===== config.mk =====
export PLATFORM = sky130hd
export DESIGN_NAME = fixed_capacity_set_table
export DESIGN_NICKNAME = d
export VERILOG_FILES = /design/src/rtl/core/fcst_pkg.sv /design/src/rtl/core/fcst_cell.sv /design/src/rtl/core/fixed_capacity_set_table.sv
export SDC_FILE = /design/constraint.sdc
export NUM_CORES = 1
export LEC_CHECK = 0
export BUFFER_PORTS_ARGS = -buffer_cell sky130_fd_sc_hd__buf_2
export CORE_MARGIN = 2
export CORE_UTILIZATION = 45
export DETAILED_ROUTE_END_ITERATION = 6
export GPL_TIMING_DRIVEN = 0
export PLACE_DENSITY = 0.68
export SLEW_MARGIN = 20
export SYNTH_ARGS = -nofsm -noshare
export SYNTH_HDL_FRONTEND = slang
export SYNTH_SLANG_ARGS = --single-unit

===== constraint.sdc =====
create_clock -name clk_i -period 3.5 [get_ports clk_i]
set_input_delay 0.175 -clock clk_i [delete_from_list [all_inputs] [get_ports clk_i]]
set_output_delay 0.175 -clock clk_i [all_outputs]
set_load 0.1 [all_outputs]

===== src/rtl/core/fcst_pkg.sv =====
// Shared types and constants for the fixed-capacity set table.
package fcst_pkg;

  // Widths of the input and result fields.
  localparam int unsigned SlotIdxW   = 4;
  localparam int unsigned ItemCountW = 5;
  localparam int unsigned CmdW       = 2;
  localparam int unsigned InKeyW     = 32;

  // Operation codes carried by each input item.
  typedef enum logic [CmdW-1:0] {
    CmdAdd      = 2'd0,
    CmdRemove   = 2'd1,
    CmdContains = 2'd2,
    CmdClear    = 2'd3
  } cmd_e;

  // Search probe that travels down the row of cells.
  typedef struct packed {
    logic active;
    logic hit;
    logic free;
  } probe_t;

  // Update broadcast to every cell when an item completes.
  typedef struct packed {
    logic add;
    logic remove;
    logic clear;
  } commit_t;

endpackage


===== src/rtl/core/fcst_cell.sv =====
// One slot of the set table: stored key, valid bit and a probe stage.
module fcst_cell import fcst_pkg::*; #(
  parameter int unsigned KEY_WIDTH = 32,
  parameter int unsigned IDX_W     = 4,
  parameter int unsigned CELL_IDX  = 0
) (
  input  logic                 clk_i,
  input  logic                 rst_ni,
  input  logic [KEY_WIDTH-1:0] key_i,
  input  probe_t               probe_i,
  input  logic [IDX_W-1:0]     hit_idx_i,
  input  logic [IDX_W-1:0]     free_idx_i,
  output probe_t               probe_o,
  output logic [IDX_W-1:0]     hit_idx_o,
  output logic [IDX_W-1:0]     free_idx_o,
  input  commit_t              commit_i,
  input  logic [IDX_W-1:0]     commit_idx_i
);

  logic                 valid_q;
  logic [KEY_WIDTH-1:0] key_q;
  logic                 match;
  logic                 sel;
  probe_t               probe_d, probe_q;
  logic [IDX_W-1:0]     hit_idx_d, hit_idx_q;
  logic [IDX_W-1:0]     free_idx_d, free_idx_q;

  // Compare against the searched key and note whether this slot is free.
  assign match = valid_q && (key_q == key_i);
  assign sel   = (commit_idx_i == IDX_W'(CELL_IDX));

  // The lowest slot wins, so an earlier hit or free slot is kept as it is.
  always_comb begin
    probe_d.active = probe_i.active;
    probe_d.hit    = probe_i.hit | match;
    probe_d.free   = probe_i.free | ~valid_q;
    hit_idx_d      = probe_i.hit  ? hit_idx_i  : IDX_W'(CELL_IDX);
    free_idx_d     = probe_i.free ? free_idx_i : IDX_W'(CELL_IDX);
  end

  // Probe stage towards the next cell.
  always_ff @(posedge clk_i or negedge rst_ni) begin
    if (!rst_ni) begin
      probe_q <= '0;
    end else begin
      probe_q <= probe_d;
    end
  end

  always_ff @(posedge clk_i) begin
    hit_idx_q  <= hit_idx_d;
    free_idx_q <= free_idx_d;
  end

  assign probe_o    = probe_q;
  assign hit_idx_o  = hit_idx_q;
  assign free_idx_o = free_idx_q;

  // Valid bit: set by an add to this slot, cleared by remove or clear.
  always_ff @(posedge clk_i or negedge rst_ni) begin
    if (!rst_ni) begin
      valid_q <= 1'b0;
    end else if (commit_i.clear) begin
      valid_q <= 1'b0;
    end else if (commit_i.add && sel) begin
      valid_q <= 1'b1;
    end else if (commit_i.remove && sel) begin
      valid_q <= 1'b0;
    end
  end

  // Stored key is written only when the slot is claimed.
  always_ff @(posedge clk_i) begin
    if (commit_i.add && sel && !commit_i.clear) begin
      key_q <= key_i;
    end
  end

endmodule


===== src/rtl/core/fixed_capacity_set_table.sv =====
// Top level of the fixed-capacity set table: control, count and result register.
//
//   channel | dir | handshake                 | payload
//   in      | in  | in_valid_i / in_ready_o   | cmd_i, key_i
//   out     | out | out_valid_o / out_ready_i | ok_o, slot_index_o, item_count_o, is_empty_o
//
// One item is handled at a time. A search probe walks the row of CAPACITY cells,
// one cell per cycle, and a new item is accepted only once the result of the
// last one has entered the output register.
// The result is held in an output register; a stalled output holds the update
// of the table until the previous result has been taken.
// Reset empties every slot and clears the count; stored keys are not cleared.
module fixed_capacity_set_table import fcst_pkg::*; #(
  parameter int unsigned CAPACITY  = 16,
  parameter int unsigned KEY_WIDTH = 32
) (
  input  logic                  clk_i,
  input  logic                  rst_ni,
  input  logic                  in_valid_i,
  output logic                  in_ready_o,
  input  logic [CmdW-1:0]       cmd_i,
  input  logic [InKeyW-1:0]     key_i,
  output logic                  out_valid_o,
  input  logic                  out_ready_i,
  output logic                  ok_o,
  output logic [SlotIdxW-1:0]   slot_index_o,
  output logic [ItemCountW-1:0] item_count_o,
  output logic                  is_empty_o
);

  localparam int unsigned IDX_W = (CAPACITY > 1) ? $clog2(CAPACITY) : 1;
  localparam int unsigned CNT_W = $clog2(CAPACITY + 1);

  typedef enum logic [1:0] {
    StIdle,
    StScan,
    StDone
  } state_e;

  state_e               state_q;
  cmd_e                 cmd_q;
  logic [KEY_WIDTH-1:0] key_q;
  logic                 start_q;
  logic                 hit_q, free_q;
  logic [IDX_W-1:0]     hit_idx_q, free_idx_q;
  logic [CNT_W-1:0]     count_q, count_d;
  logic                 out_valid_q;
  logic                 ok_q, ok_d;
  logic [SlotIdxW-1:0]  slot_q;
  logic [IDX_W-1:0]     slot_d;
  logic [ItemCountW-1:0] item_count_q;
  logic                 is_empty_q;
  logic                 in_fire;
  logic                 fire;
  commit_t              commit;

  probe_t               probe_chain    [CAPACITY+1];
  logic [IDX_W-1:0]     hit_idx_chain  [CAPACITY+1];
  logic [IDX_W-1:0]     free_idx_chain [CAPACITY+1];

  assign in_ready_o = (state_q == StIdle);
  assign in_fire    = in_valid_i && in_ready_o;
  assign fire       = (state_q == StDone) && (!out_valid_q || out_ready_i);

  // The probe enters the row empty in the cycle after the item is taken.
  assign probe_chain[0].active = start_q;
  assign probe_chain[0].hit    = 1'b0;
  assign probe_chain[0].free   = 1'b0;
  assign hit_idx_chain[0]      = '0;
  assign free_idx_chain[0]     = '0;

  // Row of slot cells.
  for (genvar gi = 0; gi < CAPACITY; gi++) begin : g_cell
    fcst_cell #(
      .KEY_WIDTH (KEY_WIDTH),
      .IDX_W     (IDX_W),
      .CELL_IDX  (gi)
    ) u_cell (
      .clk_i        (clk_i),
      .rst_ni       (rst_ni),
      .key_i        (key_q),
      .probe_i      (probe_chain[gi]),
      .hit_idx_i    (hit_idx_chain[gi]),
      .free_idx_i   (free_idx_chain[gi]),
      .probe_o      (probe_chain[gi+1]),
      .hit_idx_o    (hit_idx_chain[gi+1]),
      .free_idx_o   (free_idx_chain[gi+1]),
      .commit_i     (commit),
      .commit_idx_i (slot_d)
    );
  end

  // Decide the outcome of the item from the finished search.
  always_comb begin
    ok_d    = 1'b0;
    slot_d  = '0;
    count_d = count_q;
    commit  = '0;
    case (cmd_q)
      CmdAdd: begin
        if (!hit_q && free_q) begin
          ok_d    = 1'b1;
          slot_d  = free_idx_q;
          count_d = count_q + CNT_W'(1);
        end
        commit.add = fire && ok_d;
      end
      CmdRemove: begin
        if (hit_q) begin
          ok_d    = 1'b1;
          slot_d  = hit_idx_q;
          count_d = (count_q != '0) ? count_q - CNT_W'(1) : count_q;
        end
        commit.remove = fire && ok_d;
      end
      CmdContains: begin
        if (hit_q) begin
          ok_d   = 1'b1;
          slot_d = hit_idx_q;
        end
      end
      CmdClear: begin
        ok_d         = 1'b1;
        count_d      = '0;
        commit.clear = fire;
      end
      default: begin
        ok_d = 1'b0;
      end
    endcase
  end

  // Sequencer, count and result register.
  always_ff @(posedge clk_i or negedge rst_ni) begin
    if (!rst_ni) begin
      state_q     <= StIdle;
      start_q     <= 1'b0;
      count_q     <= '0;
      out_valid_q <= 1'b0;
    end else begin
      start_q <= in_fire;
      // A new result takes the register; otherwise a taken result leaves it.
      if (fire) begin
        out_valid_q <= 1'b1;
      end else if (out_ready_i) begin
        out_valid_q <= 1'b0;
      end
      case (state_q)
        StIdle: begin
          if (in_fire) begin
            state_q <= StScan;
          end
        end
        StScan: begin
          if (probe_chain[CAPACITY].active) begin
            state_q <= StDone;
          end
        end
        StDone: begin
          if (fire) begin
            count_q <= count_d;
            state_q <= StIdle;
          end
        end
        default: begin
          state_q <= StIdle;
        end
      endcase
    end
  end

  // Item and search payload registers.
  always_ff @(posedge clk_i) begin
    if (in_fire) begin
      cmd_q <= cmd_e'(cmd_i);
      key_q <= KEY_WIDTH'(key_i);
    end
    if (state_q == StScan && probe_chain[CAPACITY].active) begin
      hit_q      <= probe_chain[CAPACITY].hit;
      free_q     <= probe_chain[CAPACITY].free;
      hit_idx_q  <= hit_idx_chain[CAPACITY];
      free_idx_q <= free_idx_chain[CAPACITY];
    end
    if (fire) begin
      ok_q         <= ok_d;
      slot_q       <= SlotIdxW'(slot_d);
      item_count_q <= ItemCountW'(count_d);
      is_empty_q   <= (count_d == '0);
    end
  end

  assign out_valid_o  = out_valid_q;
  assign ok_o         = ok_q;
  assign slot_index_o = slot_q;
  assign item_count_o = item_count_q;
  assign is_empty_o   = is_empty_q;

endmodule


==> key figures, run 1 <==
Run status
  • Outcome: finished with violations
  • Failing checks: negative setup slack

Setup path
  • Setup CP Type: reg2reg
  • Largest fanout on the critical path: 17
  • RR Startpoint: key_q[3]
  • FF-to-FF End: g_cell[6].u_cell.probe_o[1]
  • Crit. End Element: register
  • R2r worst-path depth: 7
  • Slack of the worst reg-to-reg path: -70 ps
  • Worst setup SP type: register
  • Data arrival, critical path: 4120 ps
  • Worst EP required: roughly 4100 ps

GRT
  • Vias in the first global route: 16100
  • Congestion Overflow GR: 0
  • Number of antenna violations at the first check in global routing: 3
  • GRT Util Overall: 24.4%
  • First-pass GRT wire length: 113000 um
  • Largest net degree at the start of global routing: 43

Yosys
  • Mux cell area share after synthesis: 0.268%
  • Top post-synthesis cells by area: edfxtp_1, xor2_1, dfxtp_1
  • Main synth FF type: edfxtp_1
  • EDFF count, synth: 567
  • Synth Area in Simple Gates: between 7 and 8%
  • Netlist cell types: 55
  • Compound-Gate Fraction of Synth Area: 1.72%
  • Synth Area in XOR/XNOR: 15.7%
  • Largest family of logic cells by synthesized area: XOR/XNOR gates
  • Post-synth ARST share: 9.89%
  • Cell Area, Synth: about 0.028 mm2
  • Post-Synth Adder-Cell Area: 0.263%
  • Synth Net Count: around 1800
  • Seq cells post-synth: 738
  • Avg Cell Area, Syn: 16.0 um2
  • Area leader, netlist: edfxtp_1
  • Synth top area share: 59.8%
  • Warnings from Yosys: 0
  • Post-Syn Instances: 1786
  • Seq/Total Area, Yosys: 73.1%

STA
  • RSZ-0062 raised after global routing: no
  • Max-slew violations: 0
  • Final setup viols: 1
  • Slew @ Worst Pin: between 1000 and 1500 ps
  • Final hold violation count: 0
  • Fin Setup TNS: -73.3 ps
  • Slew margin rel.: about a quarter
  • Fmax: about 280 MHz
  • Final WS setup: -73.3 ps
  • Clk_skew: 26.3 ps
  • Post-layout minimum cycle time: 3570 ps
  • Tcrit/Tclk final: 102%

Clock tree
  • Worst-Skew Late Latency: ~630 ps
  • Clk root buf: clkbuf_16
  • Htree depth: 3
  • Sink Count: between 700 and 800
  • CTS tree: built
  • Maximum clock insertion buffer count: 3
  • Worst-path clk slew: 60 ps
  • CTS buffer count: 75

Floorplanning
  • Total die area: between 0.06 and 0.07 mm2
  • Core area: 0.0629 mm2
  • Row Count: 92
  • Die Ht: ~260 um
  • DIE WIDTH: 256 um
  • Initial core utilization: 45.3%
  • IO Count: around 50

Detailed routing
  • Drt via density: 5.53
  • Drc violations: 0
  • Via count: 16100
  • First DRT Iteration DRCs: about 1800
  • WL final: ~80000 um
  • 1st-pass router iterations: 5
  • Post-route ant nets: 0
  • Avg WL per Cell: 27.4 um

Cells and area
  • Design area: 0.0337 mm2
  • Share of cells above drive strength 1: 15.2%
  • Antenna Diode Count: 0
  • Util after Layout: a little over half
  • Layout Nets: a little over 2000
  • Layout area overhead: 18.4%

Placed design
  • Cell area after placement: 0.0305 mm2
  • HPWL after DPL: 50100 um
  • GPL Wtd Cong: between 0.8 and 0.9
  • Port Buffers: 50

Pwr
  • Leak pwr: 11.8 nW
  • VDD IR max: 0.585 mV
  • Pwr Total: between 15 and 20 mW
  • Power per standard cell area: 537 mW/mm2

Hold path
  • Min-delay worst type: in2async

Job
  • Max-Cap Viols: 0
## cells in the final DEF (no fill, tap or decap), types with 16 or more instances in the layout
cell type      instances
xnor2_1              177
nand3_1               26
xor2_1               334
dlygate4sd3_1         37
nor2_4                16
buf_4                 30
edfxtp_1             567
clkbuf_16             80
buf_12                18
nand2_1               25
clkbuf_1              38
nor4_1                82
dfrtp_1               73
nand2b_1              71
buf_2                 94
dfxtp_1               98
and2_1                37
inv_1                 17
nor2_1                19
nand4_1               54
## per-layer routing
metal	track usage [%]	part of all wire, %	up-vias
met4	11.5	5.0	2
met2	39.7	47	864
met5	0	0.014	-
met1	31.6	38	8179
li1	-	-	6880
met3	5.10	9.5	197
## synthesized netlist by cell type (all sizes together) (3+ instances only)
library cell / count
a31o: 12
dfrtp: 73
edfxtp: 567
a21oi: 7
o21ai: 10
a41o: 11
inv: 17
ha: 6
and2: 38
nand4: 54
nand2: 25
o41ai: 4
mux2: 5
nor4: 86
clkbuf: 24
nand3: 26
dfxtp: 98
a21o: 4
xor2: 334
nand2b: 71
nor3: 14
buf: 49
xnor2: 177
nor2: 36
nor2b: 3
and3: 4
## power by group
group	switching [mW]	internal, mW	total (mW)	leakage, nW
sequential	0.0476	9.42	9.47	6.80
clock	3.39	4.71	8.10	1.21
combinational	0.333	0.190	0.523	3.77
total	3.77	14.3	18.1	11.8
## worst max-delay path by stage
stage	from	endpoint	slack [ps]	depth (start not counted)
6_report	key_q[3]	g_cell[6].u_cell.probe_o[1]	-70	7
4_1_cts	key_q[3]	g_cell[6].u_cell.probe_o[1]	30	7
5_1_grt	key_q[3]	g_cell[6].u_cell.probe_o[1]	30	7
3_3_place_gp	cmd_q[0]	g_cell[5].u_cell.key_q[4]	-1610	7
3_5_place_dp	key_q[7]	g_cell[9].u_cell.probe_o[1]	-610	7
2_1_floorplan	out_valid_o	g_cell[1].u_cell.key_q[0]	-40	4
## kinds of logic (layout without fill, tap and decap cells)
kind of cell	count (synthesis)	in the layout
compound gates	63	63
xor+xnor	511	511
fa+ha+maj	6	6
buf+inv	90	371
flops	738	738
mux	7	7
simple gates	371	371
## timing repair
item | 4_1_cts | 5_1_grt
pin swaps | 4 | 0
resized for setup | 5 | 2
hold buffers | 37 | 0
setup endpoints to repair | 71 | 5
hold endpoints to repair | 78 | 0
buffers inserted | 29 | 6
## sequential cells by signal, indices dropped and copies added, names as in the netlist, 2 cells and up
signal / cells
g_cell.u_cell.key_q: 512
g_cell.u_cell.free_idx_o: 49
g_cell.u_cell.hit_idx_o: 49
g_cell.u_cell.probe_o: 48
key_q: 32
g_cell.u_cell.valid_q: 16
count_q: 5
item_count_o: 5
free_idx_q: 4
hit_idx_q: 4
slot_index_o: 4
cmd_q: 2
state_q: 2
## layout make-up
cell class              count  area [um2]
clock inverters            37         393
flip-flops and latches    738       20800
well taps                 846        1060
inverters                  17        63.8
plain buffers              73         347
clock buffers              98        2100
repair buffers            146        1530
multi-input cells         958        7420
fillers                  5059       29100
## stage by stage
| stage | setup slack (ps) | hold WS (ps) | instances |
|---|---|---|---|
| 2_1_floorplan | -43.4 | -121 | 1786 |
| 3_3_place_gp | -1610 | 333 | 2682 |
| 3_5_place_dp | -609 | 246 | 2706 |
| 4_1_cts | 31.7 | 130 | 2907 |
| 5_1_grt | 29.4 | 189 | 2913 |
| 6_report | -73.3 | 114 | 2913 |
## critical path, cell delays in order (launching register included)
cell and delay [ps]:
edfxtp_1 950, buf_2 390, buf_2 470, xor2_1 140
nor4_1 680, nand4_1 350, nor2_1 320, a41o_1 190
No activity file was read; power rests on OpenSTA's default activity.
==> inputs of run 2 (changes only) <==
--- a/config.mk
+++ b/config.mk
@@ -11,6 +11,7 @@
 export DETAILED_ROUTE_END_ITERATION = 6
 export GPL_TIMING_DRIVEN = 0
 export PLACE_DENSITY = 0.68
+export SKIP_CTS_REPAIR_TIMING = 1
 export SLEW_MARGIN = 20
 export SYNTH_ARGS = -nofsm -noshare
 export SYNTH_HDL_FRONTEND = slang
==> key figures, run 2 (same netlist as run 1, synthesis figures left out) <==
GRT
  • Vias in the first global route: 15800 (-1.7%)
  • Number of antenna violations at the first check in global routing: 0 (-3)
  • GRT Util Overall: 23.8% (-0.61 points)
  • First-pass GRT wire length: 110000 um (-2.5%)
  • Congestion Overflow GR: 0 (unchanged)
  • Largest net degree at the start of global routing: 43 (unchanged)

Cells and area
  • Fillers: 5033 (-0.51%)
  • Layout Nets: 2085 (+1.6%)
  • Layout area overhead: 19.3%
  • Share of cells above drive strength 1: 16.4% (+1.2 points)
  • Commonest non-fill, non-tap cell in the layout: edfxtp_1
  • Antenna Diode Count: 0 (unchanged)
  • Largest Register: g_cell.u_cell.key_q
  • Most frequent cells in the layout: edfxtp_1, xor2_1, xnor2_1
  • Max reg flops: 512 (unchanged)
  • Design area: 0.0340 mm2 (+0.84%)
  • Util after Layout: 54.1% (+0.45 points)

Pwr
  • Power per standard cell area: 532 mW/mm2 (-0.85%)
  • Clk pwr share: 44.7% (about the same)
  • Share of power burned in registers: 52.3% (about the same)
  • VDD IR max: 0.597 mV (+2.1%)
  • P_sw: 3.75 mW (-0.46%)
  • Switching portion of total power: 20.7% (-0.092 points)
  • Leak pwr: 12.0 nW (+1.4%)
  • Comb power frac: 3.0% (about the same)
  • Pwr Total: 18.1 mW (about the same)
  • Internal Pwr Total: 14.3 mW (about the same)

Detailed routing
  • Drc violations: 0 (unchanged)
  • Via count: 16000 (-0.45%)
  • First DRT Iteration DRCs: 1825 (-0.27%)
  • Drt via density: 5.45 (-1.5%)
  • WL final: 78700 um (-1.3%)
  • 1st-pass router iterations: 5 (unchanged)
  • Avg WL per Cell: 26.7 um (-2.4%)
  • Post-route ant nets: 0 (unchanged)

Setup path
  • Critical path buffers and inverters: 3 (+1)
  • CP Cell Sequence: buf_12, clkbuf_1, buf_2, xor2_1, nor4_1, nand4_1, nor2_1, a41o_1
  • Worst setup SP type: register
  • Slowest-stage cell, CP: buf_2
  • Worst EP required: 4050 ps (about the same)
  • Data arrival, critical path: 4070 ps (-50 ps)
  • Worst path max stage delay: 620 ps (-330 ps)
  • Largest fanout on the critical path: 10 (-7)
  • Crit. End Element: register
  • Delay-heaviest family, CP: buffers and inverters
  • Setup CP Type: reg2reg

Clock tree
  • Sink Count: 738 (unchanged)
  • CTS buffer count: 75 (unchanged)
  • Worst-path clk slew: 60 ps (about the same)
  • Clk root buf: clkbuf_16
  • Htree depth: 3 (unchanged)
  • Worst-Skew Late Latency: 630 ps (about the same)
  • CTS tree: built
  • Maximum clock insertion buffer count: 3 (unchanged)

Floorplanning
  • DIE WIDTH: 256 um (unchanged)
  • IO Count: 51 (unchanged)
  • Initial core utilization: 45.3% (unchanged)
  • Core area: 0.0629 mm2 (unchanged)
  • Total die area: 0.0653 mm2 (unchanged)
  • Die Ht: 256 um (unchanged)
  • Row Count: 92 (unchanged)

STA
  • Max-slew violations: 0 (unchanged)
  • Final hold violation count: 0 (unchanged)
  • Final WS setup: -18.1 ps (+55.3 ps)
  • Final setup viols: 2 (+1)
  • Post-layout minimum cycle time: 3520 ps (-55.3 ps)
  • Fmax: 284 MHz (+1.6%)
  • Slew margin rel.: 33.7% (+9.0 points)
  • RSZ-0062 raised after global routing: no
  • Clk_skew: 26.9 ps (+0.612 ps)
  • Slew @ Worst Pin: 994 ps (-136 ps)
  • Tcrit/Tclk final: 101% (-1.6 points)
  • Fin Setup TNS: -25.9 ps (+47.4 ps)

Hold path
  • Min-delay worst type: in2async

Job
  • Max-Cap Viols: 0 (unchanged)

Run status
  • Outcome: finished with violations
  • Failing checks: negative setup slack

Placed design
  • Cell area after placement: 0.0305 mm2 (unchanged)
  • Port Buffers: 50 (unchanged)
  • GPL Wtd Cong: 0.879 (unchanged)
  • HPWL after DPL: 50100 um (unchanged)
run 2: changes by cell type in the layout (fill, tap and decap cells not counted):
| cell | previous run | this run |
|---|---|---|
| buf_4 | 30 | 55 |
| clkbuf_1 | 38 | 39 |
| nor4_2 | 4 | 3 |
| buf_8 | 5 | 6 |
| clkbuf_2 | 1 | 0 |
| buf_12 | 18 | 22 |
| clkbuf_4 | 1 | 0 |
| nor4_1 | 82 | 83 |
| buf_2 | 94 | 97 |
run 2: per-layer routing:
metal / wire length (um) / GRT usage (%) / vias to the layer above / part of all wire [%]
li1: - / - / 6947 / -
met1: 30000 / 30.1 / 8102 / 38
met2: 37200 / 38.5 / 808 / 47
met3: 7310 / 5.84 / 192 / 9.3
met4: 4170 / 11.8 / 0 / 5.3
met5: 0 / 0 / - / 0
run 2: worst paths after layout:
kind / start / to / slack, ps / cells after the start
max: key_q[18] / g_cell[10].u_cell.probe_o[1] / -20 / 8
min: rst_ni / start_q / 110 / 2
max reg2reg: key_q[18] / g_cell[10].u_cell.probe_o[1] / -20 / 8
min reg2reg: g_cell[9].u_cell.probe_o[2] / g_cell[10].u_cell.probe_o[2] / 350 / 0
max in group asynchronous: rst_ni / g_cell[1].u_cell.probe_o[0] / 2760 / 3
min in group clk_i: key_i[24] / key_q[24] / 250 / 2
run 2: final cells by class:
type	count	area (um2)	share of cell area (%)
multi-input combinational	958	7410	21.8
clock inverter	37	393	1.16
sequential	738	20800	61.2
clock buffer	98	2100	6.17
timing repair buffer	178	1830	5.37
inverter	17	63.8	0.188
buffer	73	338	0.993
tap	846	1060	3.11
run 2: metrics by stage:
step / setup slack, ps / hold WS [ps] / instances
2_1_floorplan: -43.4 / -121 / 1786
3_3_place_gp: -1610 / 333 / 2682
3_5_place_dp: -609 / 246 / 2706
4_1_cts: -642 / -419 / 2841
5_1_grt: 6.55 / 189 / 2945
6_report: -18.1 / 114 / 2945
run 2: worst register-to-register path: stages (launching register included):
cell	delay (ps)
edfxtp_1	370
buf_12	150
clkbuf_1	600
buf_2	620
xor2_1	150
nor4_1	590
nand4_1	360
nor2_1	370
a41o_1	220
run 2: power by group through the flow:
stage	combinational (mW)	sequential [mW]	clock (mW)
finish	0.542	9.46	8.09
global placement	0.387	9.71	0
global route	0.576	9.46	8.52
detailed placement	0.422	9.70	0
floorplan	0.252	9.64	0
CTS	0.425	9.52	8.19
